### config.mk
export PLATFORM = sky130hd
export DESIGN_NAME = sac_ctrl
export DESIGN_NICKNAME = d
export VERILOG_FILES = /design/src/rtl/sac_pkg.sv /design/src/rtl/sac_ctrl.sv
export SDC_FILE = /design/constraint.sdc
export NUM_CORES = 1
export LEC_CHECK = 0
export ABC_CLOCK_PERIOD_IN_PS = 1000
export BUFFER_PORTS_ARGS = -buffer_cell sky130_fd_sc_hd__buf_2
export CORE_AREA = 2 2 39 41
export DETAILED_ROUTE_END_ITERATION = 6
export DIE_AREA = 0 0 41 43
export GPL_TIMING_DRIVEN = 0
export SETUP_SLACK_MARGIN = 0.2
export SYNTH_ARGS = -nofsm -noshare
export SYNTH_HDL_FRONTEND = slang
export SYNTH_SLANG_ARGS = --single-unit
### constraint.sdc
create_clock -name clk -period 1 [get_ports clk]
set_input_delay 0.1 -clock clk [delete_from_list [all_inputs] [get_ports clk]]
set_output_delay 0.1 -clock clk [all_outputs]
set_load 0.01 [all_outputs]
### src/rtl/sac_pkg.sv
// ----------------------------------------------------------------------------
// sac_pkg: shared types and constants
// Request and result formats, cache geometry and control structs for the
// set-associative write-back cache.
// ----------------------------------------------------------------------------
package sac_pkg;

  localparam int WAYS      = 8;
  localparam int SETS      = 256;
  localparam int BLOCK_W   = 30;
  localparam int WAY_W     = $clog2(WAYS);
  localparam int WCNT_W    = $clog2(WAYS + 1);
  localparam int SET_W     = $clog2(SETS);
  localparam int SCNT_W    = $clog2(SETS + 1);
  localparam int AGE_W     = $clog2(WAYS);
  localparam int DIV_STEPS = BLOCK_W / 2;
  localparam int DCNT_W    = $clog2(DIV_STEPS);

  localparam int CFG_IDX_W  = 2;
  localparam int CFG_DATA_W = 9;
  localparam int WAYS_REG_W = 4;

  localparam logic [CFG_IDX_W-1:0] REG_WAYS = 2'd0;
  localparam logic [CFG_IDX_W-1:0] REG_SETS = 2'd1;

  localparam logic [WAYS_REG_W-1:0] WAYS_RST = WAYS_REG_W'(WAYS);
  localparam logic [CFG_DATA_W-1:0] SETS_RST = CFG_DATA_W'(SETS);

  localparam logic CMD_READ  = 1'b0;
  localparam logic CMD_WRITE = 1'b1;
  localparam logic MEM_RD    = 1'b0;
  localparam logic MEM_WB    = 1'b1;

  typedef struct packed {
    logic               cmd;
    logic [BLOCK_W-1:0] block;
  } req_t;

  typedef struct packed {
    logic               mem_op;
    logic [BLOCK_W-1:0] mem_block;
    logic               last;
  } res_t;

  typedef struct packed {
    logic [WAYS-1:0]            valid;
    logic [WAYS-1:0]            dirty;
    logic [WAYS-1:0][AGE_W-1:0] age;
  } row_meta_t;

  typedef logic [WAYS-1:0][BLOCK_W-1:0] row_tag_t;

  typedef struct packed {
    logic load;
    logic div_start;
    logic div_sel;
    logic set_ld;
    logic ram_rd;
    logic update;
    logic emit_wb;
    logic emit_rd;
  } dp_cmd_t;

  typedef struct packed {
    logic div_done;
    logic hit;
    logic wb;
  } dp_stat_t;

endpackage

### src/rtl/sac_ctrl.sv
// ----------------------------------------------------------------------------
// sac_ctrl: cache controller
// Sequences set index division, row read, update and result emission.
// ----------------------------------------------------------------------------
module sac_ctrl (
  input  logic               clk,
  input  logic               rst_n,
  input  logic               start,
  output logic               busy,
  input  sac_pkg::dp_stat_t  stat,
  output sac_pkg::dp_cmd_t   cmd
);
  import sac_pkg::*;

  typedef enum logic [2:0] {
    S_IDLE,
    S_DIVA_GO,
    S_DIVA,
    S_DIVB,
    S_RD,
    S_EVAL,
    S_OUT_RD
  } state_t;

  state_t state_r;

  always_comb begin
    cmd = '0;
    case (state_r)
      S_IDLE: begin
        cmd.load = start;
      end
      S_DIVA_GO: begin
        cmd.div_start = 1'b1;
      end
      S_DIVA: begin
        cmd.div_start = stat.div_done;
        cmd.div_sel   = 1'b1;
      end
      S_DIVB: begin
        cmd.set_ld = stat.div_done;
      end
      S_RD: begin
        cmd.ram_rd = 1'b1;
      end
      S_EVAL: begin
        cmd.update  = 1'b1;
        cmd.emit_wb = !stat.hit && stat.wb;
        cmd.emit_rd = !stat.hit && !stat.wb;
      end
      S_OUT_RD: begin
        cmd.emit_rd = 1'b1;
      end
      default: begin
        cmd = '0;
      end
    endcase
  end

  always_ff @(posedge clk) begin
    if (!rst_n) begin
      state_r <= S_IDLE;
    end else begin
      case (state_r)
        S_IDLE: begin
          if (start) state_r <= S_DIVA_GO;
        end
        S_DIVA_GO: state_r <= S_DIVA;
        S_DIVA: begin
          if (stat.div_done) state_r <= S_DIVB;
        end
        S_DIVB: begin
          if (stat.div_done) state_r <= S_RD;
        end
        S_RD:   state_r <= S_EVAL;
        S_EVAL: begin
          if (!stat.hit && stat.wb) begin
            state_r <= S_OUT_RD;
          end else begin
            state_r <= S_IDLE;
          end
        end
        S_OUT_RD: state_r <= S_IDLE;
        default:  state_r <= S_IDLE;
      endcase
    end
  end

  assign busy = (state_r != S_IDLE);

endmodule

==> summary.json <==
{
  "finalSetupTns_ns": -2.25,
  "crit_path_start_kind": "register",
  "dpl.hpwl_um": 526,
  "grt_first_pass_wirelength_mm": 1.44,
  "num_vias": 369,
  "top_level_ports": 15,
  "ys.warnings.count": 0,
  "cts_tree": "yes",
  "synth_sequential_area_ratio_pct": 21.5,
  "violations": "negative setup slack",
  "setup_repair_after_global_routing_missed_its_margin": "true",
  "cp_data_required_time_ns": 0.90,
  "drt-pass1-iter-count": 4,
  "clkTransAtPathRegs_ns": 0.03,
  "timing.final.crit_period_ns": 1.28,
  "multi_input_comb_area_um2": 282,
  "synthArstFlopShare_pct": 0,
  "first_iter_violations": 4,
  "routedWlPerCell_um": 12.0,
  "layout.nets": 72,
  "post_synth_instance_area_um2": 279,
  "num-fill-cells": 155,
  "worstReg2RegEnd": "state_r[2]",
  "via_count_of_the_first_global_routing_pass": 378,
  "final_min_period_over_clock_period_pct": 128,
  "coreArea_um2": 1380,
  "max-cap-violations": 0,
  "cts_sinks": 3,
  "floorplan.initialDensity_pct": 20.2,
  "globalplace.congestion": 0.698,
  "fmax_achieved_ghz": 0.784,
  "synth_enable_flop_cells": 0,
  "detail_route.wirelength.met1_um": 389,
  "timing.rr.start": "state_r[2]",
  "grt_overflow_total": 0,
  "max-slew-margin-rel_pct": 85.5,
  "max_layer_used": "met4",
  "finalWorstSetupSlack_ns": -0.275,
  "cts_root_buf": "sky130_fd_sc_hd__clkbuf_4",
  "drc": 0,
  "critical_path_arrival_ns": 1.18,
  "die_area_um2": 1760,
  "postSynthCellCount": 36,
  "placed_cells": 66,
  "power.ir.vdd_worst_uv": 577,
  "registers_with_the_most_flip_flops": "state_r: 3 flops",
  "critical_path.slowest_cell": "sky130_fd_sc_hd__dfxtp_2",
  "rrSetupSlack_ns": -0.16,
  "dr_wl_met2_um": 514,
  "slew_viol_final": 0,
  "tritoncts.num_buffers": 3,
  "synth_largest_area_cell": "sky130_fd_sc_hd__dfxtp_1",
  "postSynthAreaPerCell_um2": 7.75,
  "slowest_delay_ns": 0.31,
  "path_max_fanout": 6,
  "synth_top_area_share_pct": 21.5,
  "setup-violations-final": 12,
  "route.antenna.remaining_nets": 0,
  "final-hold-violation-count": 0,
  "crit_chain": "buf_8, nand2b_4, nor3_2, o21a_1, buf_2",
  "worst_setup_path_end_kind": "primary output",
  "post_layout_nonfiller_instances": 81,
  "r2r.worst_path.cells": 3,
  "worst_clock_skew_ns": 0.000164,
  "grt_antenna_before_repair": 0,
  "run_status": "finished, violations left",
  "post_synth_num_cell_types": 24,
  "floorplan.die.width_um": 41,
  "fp-row-count": 14,
  "synth_top_cells_by_area": "sky130_fd_sc_hd__dfxtp_1 (22%), sky130_fd_sc_hd__nor2b_1 (6.7%), sky130_fd_sc_hd__xor2_1 (6.3%), sky130_fd_sc_hd__nor3_1 (5.4%), sky130_fd_sc_hd__nand2b_4 (4.9%)",
  "cts_hold_buf": 0,
  "dr_wl_met3_um": 60,
  "ff_latch_area_um2": 66.3,
  "dieHeight_um": 43,
  "routed_wirelength_um": 973,
  "min-delay-path-class": "input pin to register",
  "max_ffs_per_register": 3,
  "timing.critical_path.from": "state_r[1]",
  "worstSetupEndpoint": "cmd[0]",
  "registers.top_by_ff_count": "state_r",
  "grt_start_max_net_pins": 8,
  "insertion_delay_ns": 0.23,
  "clockBufferDepth": 2,
  "proportion_of_layout_cells_with_a_drive_suffix_above_1_pct": 78.5,
  "synthesis.nets": 42,
  "power_per_cell_area_nw_per_um2": 1530,
  "synthToLayoutAreaGrowth_pct": 123,
  "worst_slew_pin_slew_ns": 0.216,
  "ys_seq_elements": 3,
  "p_leak_uw": 0.000301,
  "diodes": 0,
  "htreeDepth": 1,
  "worst-setup-path-type": "register to primary output",
  "grt_use_total_pct": 12.0,
  "ys_dominant_reg_cell": "sky130_fd_sc_hd__dfxtp_1",
  "route.detailed.vias_per_inst": 4.56,
  "port-buffer-count": 14
}
[timing repair]
action                     CTS  global route
pin swaps                    7             5
buffers inserted             9             2
setup endpoints to repair   12            12
cloned                       0             0
resized for setup           15             8
[cell usage in the layout (no fill, tap or decap), types with 2 or more instances in the layout]
cell,netlist,routed
sky130_fd_sc_hd__buf_2,0,11
sky130_fd_sc_hd__buf_4,0,5
sky130_fd_sc_hd__nor3_2,0,2
sky130_fd_sc_hd__buf_6,1,10
sky130_fd_sc_hd__clkbuf_4,0,3
sky130_fd_sc_hd__dfxtp_2,0,2
sky130_fd_sc_hd__nor2b_4,0,2
sky130_fd_sc_hd__nand2_2,0,2
[cell usage after synthesis, types with 2 or more instances]
library cell and n:
sky130_fd_sc_hd__dfxtp_1 3, sky130_fd_sc_hd__nand2_1 3, sky130_fd_sc_hd__nor2b_1 3, sky130_fd_sc_hd__nor3_1 3, sky130_fd_sc_hd__and3_1 2, sky130_fd_sc_hd__nor2_1 2, sky130_fd_sc_hd__o21ai_0 2, sky130_fd_sc_hd__xor2_1 2
[final cells by class]
class,instances,area share [%]
Buffer,2,4.23
Clock buffer,4,4.23
Inverter,1,1.21
Multi-Input combinational cell,30,45.3
Timing Repair Buffer,25,31.2
Tap cell,16,3.22
Sequential cell,3,10.7
[worst min path at each step]
stage	start	to	slack [ns]	depth (start not counted)
2_1_floorplan	rst_n	state_r[1]	0.24	2
3_3_place_gp	rst_n	state_r[1]	0.39	3
3_5_place_dp	rst_n	state_r[1]	0.39	3
4_1_cts	rst_n	state_r[1]	0.15	3
5_1_grt	rst_n	state_r[0]	0.18	2
6_report	rst_n	state_r[1]	0.17	3
[logic make-up (layout without fill, tap and decap cells)]
| kind of cell | Yosys count | after routing | share of synthesized area [%] |
|---|---|---|---|
| AND/OR/NAND/NOR | 19 | 19 | 41.7 |
| AO/OA/AOI/OAI | 9 | 9 | 23.3 |
| flip-flops | 3 | 3 | 21.5 |
| buffers and inverters | 3 | 32 | 7.17 |
| XOR/XNOR | 2 | 2 | 6.28 |
[layer usage]
layer | vias up | global-route usage (%)
met5 | - | 0
met1 | 169 | 14.8
met4 | 0 | 4.00
met2 | 16 | 19.4
li1 | 182 | -
met3 | 2 | 3.14
[critical path, delay by kind of cell, from the launching register on]
family / cells / cell delay [ns]
buf+inv: 2 / 0.24
flops: 1 / 0.31
simple gates: 2 / 0.28
compound gates: 1 / 0.12
[power by group]
part | switching (uW) | internal (uW) | leakage [uW]
registers | 12.4 | 141 | 0.0000261
logic | 260 | 325 | 0.000260
clock network | 60.8 | 149 | 0.0000150
[per-stage QoR]
stage                     util (%)  setup slack [ns]  area (um^2)  hold slack [ns]  total power (uW)
after global placement        30.8            -0.116          427            0.393               536
after detailed placement      30.8            -0.122          427            0.385               537
after CTS                     42.0            -0.313          582            0.151               897
after floorplan                  -           -0.0537          337            0.239               445
final                         44.9            -0.275          622            0.172               949
after global routing          44.9            -0.318          622            0.178               997
Power figures use the tool's default switching activity.
